===== config.mk =====
export PLATFORM = sky130hd
export DESIGN_NAME = ignition_dwell_scheduler_core
export DESIGN_NICKNAME = d
export VERILOG_FILES = /design/src/ids_pkg.sv /design/src/ignition_dwell_scheduler_core.sv /design/src/ids_csr.sv /design/src/ids_state_mem.sv /design/src/ids_timing.sv
export SDC_FILE = /design/constraint.sdc
export NUM_CORES = 1
export LEC_CHECK = 0
export BUFFER_PORTS_ARGS = -buffer_cell sky130_fd_sc_hd__buf_2
export CORE_ASPECT_RATIO = 1.25
export CORE_UTILIZATION = 55
export DETAILED_ROUTE_END_ITERATION = 8
export PLACE_DENSITY = 0.78
export SLEW_MARGIN = 20
export SYNTH_ARGS = -nofsm -noshare
export SYNTH_HDL_FRONTEND = slang
export SYNTH_SLANG_ARGS = --single-unit

===== constraint.sdc =====
create_clock -name clock -period 8.7 [get_ports clock]
set_input_delay 0.87 -clock clock [delete_from_list [all_inputs] [get_ports clock]]
set_output_delay 0.87 -clock clock [all_outputs]
set_load 0.05 [all_outputs]

===== src/ids_pkg.sv =====
// Shared types and constants for the ignition dwell scheduler.
package ids_pkg;

   // Angle fixed point: sixteenths of a degree, one engine cycle is 720 degrees.
   localparam int ANGLE_FRAC_BITS = 4;
   localparam int ANGLE_WIDTH     = 14;
   localparam int CYCLE_FIXED     = 720 << ANGLE_FRAC_BITS;
   localparam logic [ANGLE_WIDTH-1:0] CYCLE_ANGLE = ANGLE_WIDTH'(CYCLE_FIXED);

   // Field widths of the transactions.
   localparam int NOW_WIDTH     = 32;
   localparam int RATE_WIDTH    = 16;
   localparam int DWELL_WIDTH   = 16;
   localparam int CH_WIDTH      = 2;
   localparam int TGT_COUNT     = 4;
   localparam int PROD_WIDTH    = RATE_WIDTH + ANGLE_WIDTH;
   localparam int OFFSET_WIDTH  = PROD_WIDTH - ANGLE_FRAC_BITS;
   localparam int CSR_IDX_WIDTH = 3;
   localparam int CSR_DAT_WIDTH = 16;

   // Command codes.
   localparam logic CMD_SCHEDULE = 1'b0;
   localparam logic CMD_MATCH    = 1'b1;

   // Configuration register indexes.
   localparam logic [CSR_IDX_WIDTH-1:0] CSR_TGT_CH0 = 3'd0;
   localparam logic [CSR_IDX_WIDTH-1:0] CSR_TGT_CH1 = 3'd1;
   localparam logic [CSR_IDX_WIDTH-1:0] CSR_TGT_CH2 = 3'd2;
   localparam logic [CSR_IDX_WIDTH-1:0] CSR_TGT_CH3 = 3'd3;
   localparam logic [CSR_IDX_WIDTH-1:0] CSR_DWELL   = 3'd4;

   // Reset values of the configuration registers.
   localparam logic [ANGLE_WIDTH-1:0] TGT_RESET_CH0 = ANGLE_WIDTH'(90 << ANGLE_FRAC_BITS);
   localparam logic [ANGLE_WIDTH-1:0] TGT_RESET_CH1 = ANGLE_WIDTH'(270 << ANGLE_FRAC_BITS);
   localparam logic [ANGLE_WIDTH-1:0] TGT_RESET_CH2 = ANGLE_WIDTH'(450 << ANGLE_FRAC_BITS);
   localparam logic [ANGLE_WIDTH-1:0] TGT_RESET_CH3 = ANGLE_WIDTH'(630 << ANGLE_FRAC_BITS);
   localparam logic [DWELL_WIDTH-1:0] DWELL_RESET   = 16'd1000;

   // Channel status kept in the state memory.
   typedef enum logic [1:0] {
      ST_OFF     = 2'd0,
      ST_PENDING = 2'd1,
      ST_RUNNING = 2'd2
   } status_type;

   // Result action codes.
   typedef enum logic [2:0] {
      ACT_SCHEDULED = 3'd0,
      ACT_INVALID   = 3'd1,
      ACT_IN_PAST   = 3'd2,
      ACT_COIL_ON   = 3'd3,
      ACT_COIL_OFF  = 3'd4,
      ACT_FAULT     = 3'd5
   } action_type;

   // Sequencer states.
   typedef enum logic [2:0] {
      FSM_IDLE,
      FSM_CALC,
      FSM_MUL,
      FSM_ADD,
      FSM_DONE
   } fsm_type;

   // Request transaction payload.
   typedef struct packed {
      logic                     cmd;
      logic [CH_WIDTH-1:0]      channel;
      logic [ANGLE_WIDTH-1:0]   crank_angle;
      logic                     angle_valid;
      logic [NOW_WIDTH-1:0]     now_us;
      logic [RATE_WIDTH-1:0]    us_per_degree;
      logic                     rate_valid;
   } req_type;

   // Result transaction payload.
   typedef struct packed {
      logic [CH_WIDTH-1:0]      out_channel;
      action_type               action;
      logic                     coil_on;
      logic [NOW_WIDTH-1:0]     compare_time;
      logic                     finished;
   } rsp_type;

   // Configuration register contents.
   typedef struct packed {
      logic [TGT_COUNT-1:0][ANGLE_WIDTH-1:0] target_angle;
      logic [DWELL_WIDTH-1:0]                dwell_us;
   } cfg_type;

   // Stage enables from the sequencer to the timing datapath.
   typedef struct packed {
      logic calc;
      logic mul;
      logic add;
   } stage_en_type;

endpackage


===== src/ignition_dwell_scheduler_core.sv =====
// Ignition dwell scheduler top level: sequencer, state read-modify-write, result register.
// The channel state is read as a transaction is accepted; it then steps through the calc,
// multiply, add and done states, the done state writing back the channel state and setting
// the registered result strobe. Busy stays high in these states: no new transaction is taken.
// The receiver cannot stall; results are strobed for one cycle. Synchronous reset turns
// every channel off and restores the configuration defaults; no clearing pass is needed.
module ignition_dwell_scheduler_core #(
   parameter int CHANNELS   = 4,
   parameter int TIME_WIDTH = 32
) (
   input  logic                              clock,
   input  logic                              reset,
   input  logic                              start,
   output logic                              busy,
   input  ids_pkg::req_type                  req_data,
   output logic                              rsp_valid,
   output ids_pkg::rsp_type                  rsp_data,
   input  logic                              csr_valid,
   output logic                              csr_ready,
   input  logic [ids_pkg::CSR_IDX_WIDTH-1:0] csr_index,
   input  logic [ids_pkg::CSR_DAT_WIDTH-1:0] csr_wdata
);

   localparam int AddrWidth = (CHANNELS > 1) ? $clog2(CHANNELS) : 1;

   ids_pkg::fsm_type      state_ff;
   ids_pkg::fsm_type      state_in;
   ids_pkg::stage_en_type stage_en;
   ids_pkg::req_type      req_ff;
   ids_pkg::cfg_type      cfg;
   ids_pkg::rsp_type      rsp_data_ff;
   ids_pkg::rsp_type      rsp_data_in;
   logic                  rsp_valid_ff;
   logic                  rsp_valid_in;
   logic                  accept;
   ids_pkg::status_type   rd_status;
   logic [TIME_WIDTH-1:0] rd_spark;
   logic                  wr_en;
   ids_pkg::status_type   wr_status;
   logic [TIME_WIDTH-1:0] wr_spark;
   logic [TIME_WIDTH-1:0] spark_time;
   logic [TIME_WIDTH-1:0] start_time;
   logic                  in_past;
   logic                  ch_fault;
   logic                  running;

   assign accept = start && !busy;

   ids_csr u_csr (
      .clock     (clock),
      .reset     (reset),
      .csr_valid (csr_valid),
      .csr_ready (csr_ready),
      .csr_index (csr_index),
      .csr_wdata (csr_wdata),
      .cfg       (cfg)
   );

   ids_state_mem #(
      .CHANNELS   (CHANNELS),
      .TIME_WIDTH (TIME_WIDTH)
   ) u_state_mem (
      .clock     (clock),
      .reset     (reset),
      .rd_en     (accept),
      .rd_addr   (AddrWidth'(req_data.channel)),
      .rd_status (rd_status),
      .rd_spark  (rd_spark),
      .wr_en     (wr_en),
      .wr_addr   (AddrWidth'(req_ff.channel)),
      .wr_status (wr_status),
      .wr_spark  (wr_spark)
   );

   ids_timing #(
      .TIME_WIDTH (TIME_WIDTH)
   ) u_timing (
      .clock      (clock),
      .en         (stage_en),
      .req        (req_ff),
      .cfg        (cfg),
      .spark_time (spark_time),
      .start_time (start_time),
      .in_past    (in_past)
   );

   // Request holding register, loaded when a transaction is accepted.
   always_ff @(posedge clock) begin
      if (accept) begin
         req_ff <= req_data;
      end
   end

   // Sequencer state register.
   always_ff @(posedge clock) begin
      if (reset) begin
         state_ff <= ids_pkg::FSM_IDLE;
      end else begin
         state_ff <= state_in;
      end
   end

   // Sequencer next state and stage enables.
   always_comb begin
      state_in      = state_ff;
      stage_en      = '0;
      busy          = 1'b1;
      rsp_valid_in  = 1'b0;
      case (state_ff)
         ids_pkg::FSM_IDLE: begin
            busy = 1'b0;
            if (start) begin
               state_in = ids_pkg::FSM_CALC;
            end
         end
         ids_pkg::FSM_CALC: begin
            stage_en.calc = 1'b1;
            state_in      = ids_pkg::FSM_MUL;
         end
         ids_pkg::FSM_MUL: begin
            stage_en.mul = 1'b1;
            state_in     = ids_pkg::FSM_ADD;
         end
         ids_pkg::FSM_ADD: begin
            stage_en.add = 1'b1;
            state_in     = ids_pkg::FSM_DONE;
         end
         ids_pkg::FSM_DONE: begin
            rsp_valid_in = 1'b1;
            state_in     = ids_pkg::FSM_IDLE;
         end
         default: begin
            state_in = ids_pkg::FSM_IDLE;
         end
      endcase
   end

   // Result and state update in the final step.
   assign ch_fault = (32'(req_ff.channel) >= CHANNELS);
   assign running  = (rd_status == ids_pkg::ST_RUNNING);

   always_comb begin
      rsp_data_in.out_channel  = req_ff.channel;
      rsp_data_in.action       = ids_pkg::ACT_FAULT;
      rsp_data_in.coil_on      = 1'b0;
      rsp_data_in.compare_time = '0;
      rsp_data_in.finished     = 1'b0;
      wr_en                    = 1'b0;
      wr_status                = rd_status;
      wr_spark                 = rd_spark;
      if (state_ff == ids_pkg::FSM_DONE && !ch_fault) begin
         if (req_ff.cmd == ids_pkg::CMD_SCHEDULE) begin
            if (!req_ff.angle_valid || !req_ff.rate_valid) begin
               rsp_data_in.action   = ids_pkg::ACT_INVALID;
               rsp_data_in.coil_on  = running;
               rsp_data_in.finished = 1'b1;
            end else if (in_past) begin
               // The spark time is kept even though the request is rejected.
               wr_en                = 1'b1;
               wr_spark             = spark_time;
               rsp_data_in.action   = ids_pkg::ACT_IN_PAST;
               rsp_data_in.coil_on  = running;
               rsp_data_in.finished = 1'b1;
            end else begin
               wr_en                    = 1'b1;
               wr_status                = ids_pkg::ST_PENDING;
               wr_spark                 = spark_time;
               rsp_data_in.action       = ids_pkg::ACT_SCHEDULED;
               rsp_data_in.compare_time = ids_pkg::NOW_WIDTH'(start_time);
            end
         end else begin
            case (rd_status)
               ids_pkg::ST_PENDING: begin
                  wr_en                    = 1'b1;
                  wr_status                = ids_pkg::ST_RUNNING;
                  rsp_data_in.action       = ids_pkg::ACT_COIL_ON;
                  rsp_data_in.coil_on      = 1'b1;
                  rsp_data_in.compare_time = ids_pkg::NOW_WIDTH'(rd_spark);
               end
               ids_pkg::ST_RUNNING: begin
                  wr_en                = 1'b1;
                  wr_status            = ids_pkg::ST_OFF;
                  rsp_data_in.action   = ids_pkg::ACT_COIL_OFF;
                  rsp_data_in.finished = 1'b1;
               end
               default: begin
                  rsp_data_in.action = ids_pkg::ACT_FAULT;
               end
            endcase
         end
      end
   end

   // Result register: each result is strobed for one cycle.
   always_ff @(posedge clock) begin
      if (reset) begin
         rsp_valid_ff <= 1'b0;
      end else begin
         rsp_valid_ff <= rsp_valid_in;
      end
   end

   always_ff @(posedge clock) begin
      if (rsp_valid_in) begin
         rsp_data_ff <= rsp_data_in;
      end
   end

   assign rsp_valid = rsp_valid_ff;
   assign rsp_data  = rsp_data_ff;

endmodule


===== src/ids_csr.sv =====
// Configuration registers: target angles per channel and the dwell time.
module ids_csr (
   input  logic                              clock,
   input  logic                              reset,
   input  logic                              csr_valid,
   output logic                              csr_ready,
   input  logic [ids_pkg::CSR_IDX_WIDTH-1:0] csr_index,
   input  logic [ids_pkg::CSR_DAT_WIDTH-1:0] csr_wdata,
   output ids_pkg::cfg_type                  cfg
);

   ids_pkg::cfg_type cfg_ff;
   ids_pkg::cfg_type cfg_in;

   // Writes are always taken; indexes past the list are dropped.
   assign csr_ready = 1'b1;

   always_comb begin
      cfg_in = cfg_ff;
      if (csr_valid) begin
         case (csr_index)
            ids_pkg::CSR_TGT_CH0: cfg_in.target_angle[0] = csr_wdata[ids_pkg::ANGLE_WIDTH-1:0];
            ids_pkg::CSR_TGT_CH1: cfg_in.target_angle[1] = csr_wdata[ids_pkg::ANGLE_WIDTH-1:0];
            ids_pkg::CSR_TGT_CH2: cfg_in.target_angle[2] = csr_wdata[ids_pkg::ANGLE_WIDTH-1:0];
            ids_pkg::CSR_TGT_CH3: cfg_in.target_angle[3] = csr_wdata[ids_pkg::ANGLE_WIDTH-1:0];
            ids_pkg::CSR_DWELL:   cfg_in.dwell_us        = csr_wdata[ids_pkg::DWELL_WIDTH-1:0];
            default:              cfg_in = cfg_ff;
         endcase
      end
   end

   always_ff @(posedge clock) begin
      if (reset) begin
         cfg_ff.target_angle[0] <= ids_pkg::TGT_RESET_CH0;
         cfg_ff.target_angle[1] <= ids_pkg::TGT_RESET_CH1;
         cfg_ff.target_angle[2] <= ids_pkg::TGT_RESET_CH2;
         cfg_ff.target_angle[3] <= ids_pkg::TGT_RESET_CH3;
         cfg_ff.dwell_us        <= ids_pkg::DWELL_RESET;
      end else begin
         cfg_ff <= cfg_in;
      end
   end

   assign cfg = cfg_ff;

endmodule


===== src/ids_state_mem.sv =====
// Per-channel state memory holding status and spark time, with registered read.
module ids_state_mem #(
   parameter int CHANNELS   = 4,
   parameter int TIME_WIDTH = 32,
   localparam int AddrWidth = (CHANNELS > 1) ? $clog2(CHANNELS) : 1
) (
   input  logic                     clock,
   input  logic                     reset,
   input  logic                     rd_en,
   input  logic [AddrWidth-1:0]     rd_addr,
   output ids_pkg::status_type      rd_status,
   output logic [TIME_WIDTH-1:0]    rd_spark,
   input  logic                     wr_en,
   input  logic [AddrWidth-1:0]     wr_addr,
   input  ids_pkg::status_type      wr_status,
   input  logic [TIME_WIDTH-1:0]    wr_spark
);

   localparam int WordWidth = TIME_WIDTH + 2;

   logic [WordWidth-1:0] mem [CHANNELS];
   logic [WordWidth-1:0] rd_word_ff;
   logic                 rd_valid_ff;
   logic [CHANNELS-1:0]  valid_ff;

   // Memory array: one write and one read port.
   always_ff @(posedge clock) begin
      if (wr_en) begin
         mem[wr_addr] <= {wr_status, wr_spark};
      end
      if (rd_en) begin
         rd_word_ff <= mem[rd_addr];
      end
   end

   // Entry valid bits; an entry never written reads as off.
   always_ff @(posedge clock) begin
      if (reset) begin
         valid_ff    <= '0;
         rd_valid_ff <= 1'b0;
      end else begin
         if (wr_en) begin
            valid_ff[wr_addr] <= 1'b1;
         end
         if (rd_en) begin
            rd_valid_ff <= valid_ff[rd_addr];
         end
      end
   end

   assign rd_status = rd_valid_ff ? ids_pkg::status_type'(rd_word_ff[WordWidth-1 -: 2])
                                  : ids_pkg::ST_OFF;
   assign rd_spark  = rd_word_ff[TIME_WIDTH-1:0];

endmodule


===== src/ids_timing.sv =====
// Timing datapath: angle to go, angle times rate, spark and dwell start times.
module ids_timing #(
   parameter int TIME_WIDTH = 32
) (
   input  logic                  clock,
   input  ids_pkg::stage_en_type en,
   input  ids_pkg::req_type      req,
   input  ids_pkg::cfg_type      cfg,
   output logic [TIME_WIDTH-1:0] spark_time,
   output logic [TIME_WIDTH-1:0] start_time,
   output logic                  in_past
);

   logic [ids_pkg::ANGLE_WIDTH-1:0]  tgt_raw;
   logic [ids_pkg::ANGLE_WIDTH-1:0]  tgt_mod;
   logic [ids_pkg::ANGLE_WIDTH-1:0]  cur_mod;
   logic [ids_pkg::ANGLE_WIDTH-1:0]  delta_in;
   logic [ids_pkg::ANGLE_WIDTH-1:0]  delta_ff;
   logic [ids_pkg::PROD_WIDTH-1:0]   prod_ff;
   logic [ids_pkg::OFFSET_WIDTH-1:0] offset;
   logic [TIME_WIDTH-1:0]            now_t;
   logic [TIME_WIDTH-1:0]            spark_ff;

   // Angle to go: reduce both angles into one cycle, an equal angle is a full cycle.
   always_comb begin
      tgt_raw = cfg.target_angle[req.channel];
      tgt_mod = (tgt_raw >= ids_pkg::CYCLE_ANGLE) ? tgt_raw - ids_pkg::CYCLE_ANGLE : tgt_raw;
      cur_mod = (req.crank_angle >= ids_pkg::CYCLE_ANGLE) ?
                req.crank_angle - ids_pkg::CYCLE_ANGLE : req.crank_angle;
      if (tgt_mod > cur_mod) begin
         delta_in = tgt_mod - cur_mod;
      end else begin
         delta_in = ids_pkg::CYCLE_ANGLE - cur_mod + tgt_mod;
      end
   end

   assign offset = prod_ff[ids_pkg::PROD_WIDTH-1:ids_pkg::ANGLE_FRAC_BITS];
   assign now_t  = TIME_WIDTH'(req.now_us);

   // Pipeline registers: angle, product, spark time.
   always_ff @(posedge clock) begin
      if (en.calc) begin
         delta_ff <= delta_in;
      end
      if (en.mul) begin
         prod_ff <= ids_pkg::PROD_WIDTH'(req.us_per_degree) * ids_pkg::PROD_WIDTH'(delta_ff);
      end
      if (en.add) begin
         spark_ff <= now_t + TIME_WIDTH'(offset);
      end
   end

   // Dwell start and the check against the current time.
   assign spark_time = spark_ff;
   assign start_time = spark_ff - TIME_WIDTH'(cfg.dwell_us);
   assign in_past    = (start_time <= now_t);

endmodule

# After elaboration in Yosys (flattened, before gate mapping)
# Memories as Yosys holds them, arrays and structs flattened. A register that Yosys moved wholly into a read port is not among the register bits.
# Index checks and enable logic that the tools add are counted.
[classes]
n_shift = 0
magnitude_cmp = 7
n_mul = 1
mux = 42
n_reduce_logical = 13
n_eq_ne = 11
addsub = 7
div = 0
n_bitwise = 1
[op_table]
columns = ["op", "n"]
rows = [
  ["32-bit 2-to-1 mux", 5],
  ["14-bit 2-to-1 mux", 4],
  ["37-bit 2-to-1 mux", 1],
  ["33-bit 2-to-1 mux", 1],
  ["32-bit by 26-bit adder with 32-bit output", 1],
  ["32-bit <= comparator", 1],
  ["32-bit by 16-bit subtractor with 32-bit output", 1],
  ["16-bit by 14-bit multiplier with 30-bit output", 1],
  ["14-bit binary-select mux with 2-bit select", 1],
  ["14-bit >= comparator (second input constant)", 2],
  ["14-bit subtractor (second input constant)", 2],
  ["1-bit 2-to-1 mux", 17],
  ["14-bit adder", 1],
  ["14-bit greater-than comparator", 1],
  ["14-bit subtractor", 1],
  ["14-bit subtractor (first input constant)", 1],
  ["3-bit by 2-bit equality test with 1-bit output (second input constant)", 4],
  ["2-bit 2-to-1 mux", 6],
  ["3-bit one-hot mux with 4 select lines", 1],
  ["2-bit AND reduction", 5],
  ["3-bit by 1-bit equality test with 1-bit output (second input constant)", 2],
  ["3-bit equality test (second input constant)", 2],
  ["3-bit logical NOT", 2],
  ["2-bit by 3-bit < comparator with 1-bit output (second input constant)", 2],
  ["other kinds (15)", 17],
]
[word_totals]
latchBits = 0
inputBits = 90
memories = 1
out_inout_bits = 42
ramBits = 136
rom_bits = 0
wordCells = 107
ff_bits = 263
[memory_table]
columns = ["memory", "depth", "width", "rd", "rd_ports_with_merged_regs", "write_ports", "line_no", "rtl"]
rows = [
  ["u_state_mem.mem", 4, 34, 1, 1, 1, "ids_state_mem.sv:21", "logic [WordWidth-1:0] mem [CHANNELS];"],
]

# Logic depth before layout (Yosys ltp)
# Gate-level depths: netlist of the first run.
[logic_depth]
depth_word = 8
depth_mapped = 23

# Cells and area by module
# Synthesis of the first run repeated with hierarchy kept, for this count alone.
[unflattened]
cells_unflattened = 2445
area_unflattened_um2 = 28833.9
[modules_own_cells]
columns = ["mod", "seq_area_each_um2", "instances", "area_each_um2", "cells_per_inst"]
rows = [
  ["ids_timing", 2162.1, 1, 15069.5, 1677],
  ["ids_state_mem", 5205.0, 1, 6548.8, 268],
  ["ignition_dwell_scheduler_core", 3263.1, 1, 4325.4, 228],
  ["ids_csr", 1441.4, 1, 2890.3, 272],
]

# Worst setup path before layout of the first run
# OpenSTA, ideal clock, no wires.
[synth_timing]
path_kind = "flip-flop to flip-flop"
start = "register u_timing.delta_ff[5] (netlist name)"
end = "register u_timing.prod_ff[29] (netlist name), data pin"
required_time_ns = 8.438
slack_ns = 2.750
setup_time_ns = 0.262
t_arrival_ns = 5.688
stages_incl_launch_ff = 23
cell_sequence = "edfxtp_1 -> clkbuf_1 -> nand2_1 -> fa_1 -> inv_1 -> fa_1 -> inv_1 -> fa_1 -> inv_1 -> fa_1 -> inv_1 -> fa_1 -> fa_1 -> inv_1 -> ha_1 -> a211oi_1 -> o21bai_1 -> or3_1 -> o21ai_0 -> o21ai_0 -> o22ai_1 -> o31ai_1 -> xnor2_1"
[synth_between]
elab_chain_cells = 1
[synth_rtl]
columns = ["item", "line_no", "rtl"]
rows = [
  ["from (decl)", "ids_timing.sv:18", "logic [ids_pkg::ANGLE_WIDTH-1:0] delta_ff;"],
  ["from (signal assigned)", "ids_timing.sv:43", "delta_ff <= delta_in;"],
  ["16-bit by 14-bit multiplier with 30-bit output", "ids_timing.sv:46", "prod_ff <= ids_pkg::PROD_WIDTH'(req.us_per_degree) * ids_pkg::PROD_WIDTH'(delta_ff);"],
  ["to (signal assigned)", "ids_timing.sv:46", ""],
  ["to (decl)", "ids_timing.sv:19", "logic [ids_pkg::PROD_WIDTH-1:0] prod_ff;"],
]
# Every way passes these cells.
# A chain may end at the register's enable or synchronous reset.

# Final worst setup path of the first run
[layout_timing]
start = "register req_ff[14] (netlist name)"
end = "register u_timing.prod_ff[24] (netlist name), data pin"
[layout_between]
elab_chain_cells = 1
[layout_rtl]
columns = ["item", "line_no", "rtl"]
rows = [
  ["from (decl)", "ignition_dwell_scheduler_core.sv:29", "ids_pkg::req_type req_ff;"],
  ["from (signal assigned)", "ignition_dwell_scheduler_core.sv:90", "req_ff <= req_data;"],
  ["16-bit by 14-bit multiplier with 30-bit output", "ids_timing.sv:46", ""],
]
# Every way passes these cells.

==> out/qor.yml, run 1 <==
dp_hpwl_mm: 47.1
setup_viol: 0
drive_gt1_frac: 0.131
combPwrFrac: 0.625
grt_max_degree: 82
required_ps: 9010
ctsHoldBuffers: 0
worstSetupEndpointType: "flop"
drv_cap: 0
final_cells: 3211
hp-start: "u_csr.cfg[34]$_SDFFE_PP0P_"
synth_edf_count: 348
p_int_w: 0.00757
holdPathEnd: "u_csr.cfg[34]$_SDFFE_PP0P_"
post_cts_resized: 0
r2r_start: "req_ff[14]$_DFFE_PP_"
tns_ps: 0
pre_cts_ws_ps: 2270
postPlaceCellArea_um2: 29000
h-tree-depth: 2
grt_util_all_layers: 0.253
ant_nets: 0
p_sw_w: 0.00545
switching_share: 0.419
vias_per_cell: 5.72
multi_input_area_um2: 14200
p_leak_nw: 12.6
tightest_slew_ps: 1050
post_cts_buffers: 0
synth_top_area_frac: 0.377
syn_inst: 2420
postSynthAreaPerCell_um2: 11.5
antenna_found_initial: 0
core_area_um2: 49500
r2r-end: "u_timing.prod_ff[24]$_DFFE_PN_"
pwr-share-clk: 0.144
initial_core_util: 0.560
cts_tree: "done"
power.density_nw_per_um2: 427
wire_per_inst_um: 19.7
yosysUniqueCellTypes: 80
die_area_um2: 51300
overflow: 0
grt_pass1_wl_mm: 101
root_buffer: "clkbuf_16"
fin_ws_ps: 2170
finalCritPeriodShare: 0.751
clock_sinks: 429
fillers: 3906
ff2ff_setup_slack_ps: 2170
synth-seq-area-share: 0.435
cts_made_buffers: 43
area_growth_syn_to_layout_pct: 9.79
startpoint: "req_ff[14]$_DFFE_PP_"
synth_ff_type: "edfxtp_1"
max_freq_ghz: 0.153
grt_pass1_vias: 19348
num_io_pins: 132
gp_congestion: 0.891
ff_latch_area_um2: 12100
p_seq_frac: 0.231
antenna_cells: 0
layout_common_cells: "edfxtp_1 (348), nand2_1 (344), inv_1 (308)"
clock_path_buffers: 3
port_buffers: 130
rr_worst_depth: 20
drcViolationCount: 0
period_needed_ps: 6530
yosys.area.top_type: "edfxtp_1"
clkSlewWorstSetupHoldPaths_ps: 70
finalHoldViolCount: 0
final_area_um2: 30500
synth_warnings: 0
synth_seq_cells: 429
std_cell_rows: 91
yosys-top-cells-area: "edfxtp_1 (38%), fa_1 (13%), ha_1 (9.2%)"
final_common_cell: "edfxtp_1"
placed_cells: 3132
die_w_um: 203
startpoint_type: "flop"
drt_iter0_markers: 1047
slew_headroom: 0.290
rsz0062_at_grt: "false"
vias: 18379
skew_ps: 26.8
status: "completed"
die_h_um: 253
dr.pass1.iters: 7
synthArstFlopShare: 0
wl_mm: 63.1
hp-class: "reg -> reg"
cp_max_fo: 14
whs_path_depth: 2
maxSlewViolCount: 0
ir_drop_uv: 608
nets: 2996
synth.net_count: 2890
clock_latency_ps: 590
critical_path_class: "reg -> reg"
worst-endpoint-arrival_ps: 6850
syn_area_um2: 27700
cells in the mapped netlist (6+ instances only):
cell / number
nor3_1: 19
a22o_1: 31
a21oi_1: 115
or3_1: 10
a31oi_1: 8
o21ai_0: 52
nand2_1: 344
nand2b_1: 13
nand3b_1: 25
clkbuf_1: 73
o211ai_1: 9
xnor2_1: 87
fa_1: 177
ha_1: 203
a41oi_1: 8
a21o_1: 28
and3_1: 12
mux2i_1: 8
nand3_1: 19
or2_2: 7
nand4_1: 18
nor4_1: 7
o21bai_1: 11
inv_1: 309
mux2_2: 37
nor3b_1: 6
o21a_1: 9
mux4_2: 47
edfxtp_1: 348
o31ai_1: 6
dfxtp_1: 81
and2_1: 102
nor2b_1: 17
xor2_1: 26
nor2_1: 67
worst max path at each step:
stage | to | slack [ps]
floorplan | u_timing.prod_ff[29]$_DFFE_PN_ | 2750
global placement | u_timing.prod_ff[29]$_DFFE_PN_ | 2400
detailed placement | u_timing.prod_ff[29]$_DFFE_PN_ | 2270
CTS | u_timing.prod_ff[29]$_DFFE_PN_ | 2240
global route | u_timing.prod_ff[29]$_DFFE_PN_ | 1720
finish | u_timing.prod_ff[24]$_DFFE_PN_ | 2170
logic make-up (layout without fill, tap and decap cells):
kind of cell / count (synthesis) / after routing / share of synthesized area
XOR/XNOR: 113 / 113 / 0.0357
flip-flops: 429 / 429 / 0.435
other: 1 / 1 / 0.000135
adder cells (fa/ha/maj): 380 / 380 / 0.219
buffers and inverters: 394 / 534 / 0.0540
AO/OA/AOI/OAI: 332 / 332 / 0.0811
multiplexers: 94 / 94 / 0.0580
AND/OR/NAND/NOR: 677 / 677 / 0.117
metrics by stage:
| step | power [W] | utilization | hold WS, ps |
|---|---|---|---|
| finish | 0.0130 | 0.615 | 456 |
| global route | 0.0143 | 0.615 | 445 |
| CTS | 0.0130 | 0.615 | 434 |
| detailed placement | 0.0111 | 0.586 | 447 |
| global placement | 0.0109 | 0.586 | 438 |
| floorplan | 0.00945 | - | 424 |
state kept, by name, indices dropped and copies added (netlist names):
register	count
req_ff	67
rsp_data	39
rsp_valid	1
state_ff	3
u_csr.cfg	72
u_state_mem.mem	136
u_state_mem.rd_valid_ff	1
u_state_mem.rd_word_ff	34
u_state_mem.valid_ff	4
u_timing.delta_ff	14
u_timing.prod_ff	26
u_timing.spark_time	32
worst max-delay path, cell delays in order, from the launching register on:
cell and delay [ps]:
edfxtp_1 600, and2_1 280, fa_1 550, inv_1 50, fa_1 490, inv_1 60, fa_1 490, fa_1 520
fa_1 510, inv_1 60, fa_1 470, inv_1 40, ha_1 310, o21ai_0 100, o21bai_1 310, o221ai_1 200
a221oi_2 500, a31oi_1 220, o21bai_1 260, a21oi_1 130, xnor2_1 130
per-layer routing:
metal / part of all wire / vias up / routed length [um] / global-route usage
li1: - / 8532 / - / -
met1: 0.40 / 9150 / 25500 / 0.315
met2: 0.51 / 577 / 32200 / 0.453
met3: 0.053 / 120 / 3320 / 0.0333
met4: 0.032 / 0 / 2030 / 0.0872
met5: 0 / - / 0 / 0
power groups by stage:
stage | clock, W | sequential, W | combinational, W
floorplan | 0 | 0.00297 | 0.00648
global placement | 0 | 0.00304 | 0.00783
detailed placement | 0 | 0.00305 | 0.00808
CTS | 0.00191 | 0.00300 | 0.00814
global route | 0.00198 | 0.00302 | 0.00928
finish | 0.00188 | 0.00301 | 0.00813
final cells by class:
type                            count  area share
Tap cell                          651      0.0267
Timing Repair Buffer              145      0.0251
Inverter                          310      0.0382
Multi-Input combinational cell   1597       0.467
Clock inverter                     29     0.00953
Clock buffer                       50      0.0372
Sequential cell                   429       0.396
No activity file was read; power rests on OpenSTA's default activity.
==> run 2, diff against run 1 <==
PLACE_DENSITY = 0.8   (was 0.78)
clock period = 5.7 ns   (was 8.7 ns; I/O delays follow)
==> out/qor.yml, run 2 (synthesis results as in run 1) <==
status: "finished with violations"
violations: "setup timing"
drt_iter0_markers: 1330
skew_ps: 18.6
cp_max_fo: 4
ctsHoldBuffers: 0
rsz0062_at_grt: "true"
slew_headroom: 0.295
grt_max_degree: 82
maxSlewViolCount: 0
nets: 3127
grt_pass1_wl_mm: 104
path_buf_inv: 7
num_io_pins: 132
slowest_stage: "fa_1"
fillers: 3646
top_register: "u_state_mem.mem"
clock_latency_ps: 590
vias: 19308
pre_cts_ws_ps: -345
critPathMaxStageDelay_ps: 510
die_w_um: 203
dp_hpwl_mm: 48.7
finalHoldViolCount: 0
fin_ws_ps: -376
area_growth_syn_to_layout_pct: 14.9
tightest_slew_ps: 1060
worst-endpoint-arrival_ps: 6400
startpoint_type: "flop"
finalCritPeriodShare: 1.07
worstSetupEndpointType: "flop"
overflow: 0
cpMostUsedCell: "fa_1"
holdPathEnd: "req_ff[54]$_DFFE_PP_"
die_area_um2: 51300
setup_viol: 16
h-tree-depth: 2
crit_chain: "buf_6 > and2_4 > fa_1 > inv_1 > fa_1 > inv_2 > fa_1 > fa_1 > fa_1 > inv_1 > fa_1 > inv_2 > ha_4 > buf_4 > nand4_1 > nand2b_1 > o221ai_4 > a221oi_2 > buf_4 > a31oi_4 > o21bai_1 > a21oi_1 > xnor2_1"
critical_path_class: "reg -> reg"
cts_made_buffers: 43
die_h_um: 253
clock_sinks: 429
antenna_found_initial: 0
required_ps: 6020
cp_top_family: "adder cells"
dr.pass1.iters: 6
cts_tree: "done"
port_buffers: 130
antenna_cells: 0
gp_congestion: 0.914
drcViolationCount: 0
std_cell_rows: 91
clock_path_buffers: 3
period_needed_ps: 6080
max_freq_ghz: 0.165
clkSlewWorstSetupHoldPaths_ps: 60
whs_path_depth: 1
wire_per_inst_um: 19.8
hp-start: "req_data[54]"
root_buffer: "clkbuf_16"
grt_pass1_vias: 19947
initial_core_util: 0.560
hp-class: "in -> reg"
largest_reg_flops: 136
rr_worst_depth: 23
r2r-end: "u_timing.prod_ff[24]$_DFFE_PN_"
wl_mm: 66.2
vias_per_cell: 5.78
final_common_cell: "edfxtp_1"
core_area_um2: 49500
ff2ff_setup_slack_ps: -380
drv_cap: 0
tns_ps: -3310
drive_gt1_frac: 0.197
r2r_start: "u_timing.delta_ff[3]$_DFFE_PP_"
layout_common_cells: "edfxtp_1 (348), nand2_1 (341), inv_1 (298)"
ant_nets: 0
grt_util_all_layers: 0.261
==> run 2: changes by cell type in the layout (fill, tap and decap cells not counted), moves of 8 or more <==
cell | previous run | this run
inv_1 | 308 | 298
ha_1 | 203 | 192
inv_2 | 1 | 12
and2_1 | 102 | 94
buf_6 | 0 | 9
buf_4 | 15 | 136
ha_4 | 0 | 9
and2_4 | 0 | 8
==> run 2: cell type report <==
class	count	area, um^2	share of cell area
tap	651	815	0.0256
inverter	310	1160	0.0365
clock inverter	19	133	0.00416
timing repair buffer	276	1790	0.0563
multi-input combinational	1597	14600	0.460
clock buffer	60	1240	0.0390
sequential	429	12100	0.379
==> run 2: routing by layer <==
layer	share of wire	routed length, um	global-route usage	vias up
li1	-	-	-	8799
met1	0.39	25600	0.315	9639
met2	0.51	34000	0.466	674
met3	0.055	3610	0.0341	196
met4	0.046	3060	0.117	0
met5	0	0	0	-
==> run 2: repair_timing <==
| action | in CTS | in global routing |
|---|---|---|
| gates resized for setup | 51 | 49 |
| setup endpoints to repair | 14 | 20 |
| pin swaps | 39 | 45 |
| buffers inserted | 20 | 13 |
==> run 2: per-stage QoR <==
stage | hold slack, ps | cells | cell area (um^2) | utilization
floorplan | 424 | 2420 | 27800 | -
global placement | 438 | 3230 | 29800 | 0.602
detailed placement | 447 | 3230 | 29800 | 0.602
CTS | 123 | 3329 | 31500 | 0.637
global route | 135 | 3342 | 31900 | 0.643
finish | 151 | 3342 | 31900 | 0.643
==> run 2: how the worst max path moves through the flow <==
| stage | to | slack [ps] | cells after the start | startpoint |
|---|---|---|---|---|
| after detailed placement | u_timing.prod_ff[24]$_DFFE_PN_ | -340 | 22 | u_timing.delta_ff[2]$_DFFE_PP_ |
| after CTS | u_timing.prod_ff[24]$_DFFE_PN_ | -170 | 23 | u_timing.delta_ff[2]$_DFFE_PP_ |
| final | u_timing.prod_ff[24]$_DFFE_PN_ | -380 | 23 | u_timing.delta_ff[3]$_DFFE_PP_ |
| after floorplan | u_timing.prod_ff[29]$_DFFE_PN_ | -90 | 21 | u_timing.delta_ff[2]$_DFFE_PP_ |
| after global routing | u_timing.prod_ff[27]$_DFFE_PN_ | -520 | 22 | u_timing.delta_ff[3]$_DFFE_PP_ |
| after global placement | u_timing.prod_ff[27]$_DFFE_PN_ | -170 | 21 | req_ff[8]$_DFFE_PP_ |
==> run 2: worst reg2reg max path: stages (launching register included) <==
cell	delay, ps
edfxtp_1	440
buf_6	160
and2_4	130
fa_1	500
inv_1	50
fa_1	500
inv_2	40
fa_1	480
fa_1	510
fa_1	500
inv_1	50
fa_1	510
inv_2	60
ha_4	280
buf_4	120
nand4_1	120
nand2b_1	150
o221ai_4	110
a221oi_2	350
buf_4	210
a31oi_4	90
o21bai_1	220
a21oi_1	110
xnor2_1	130
Power of run 2 is left out: the tool's default activity adds up to more than one toggle a clock period on the data nets, which glitch-free logic cannot reach.
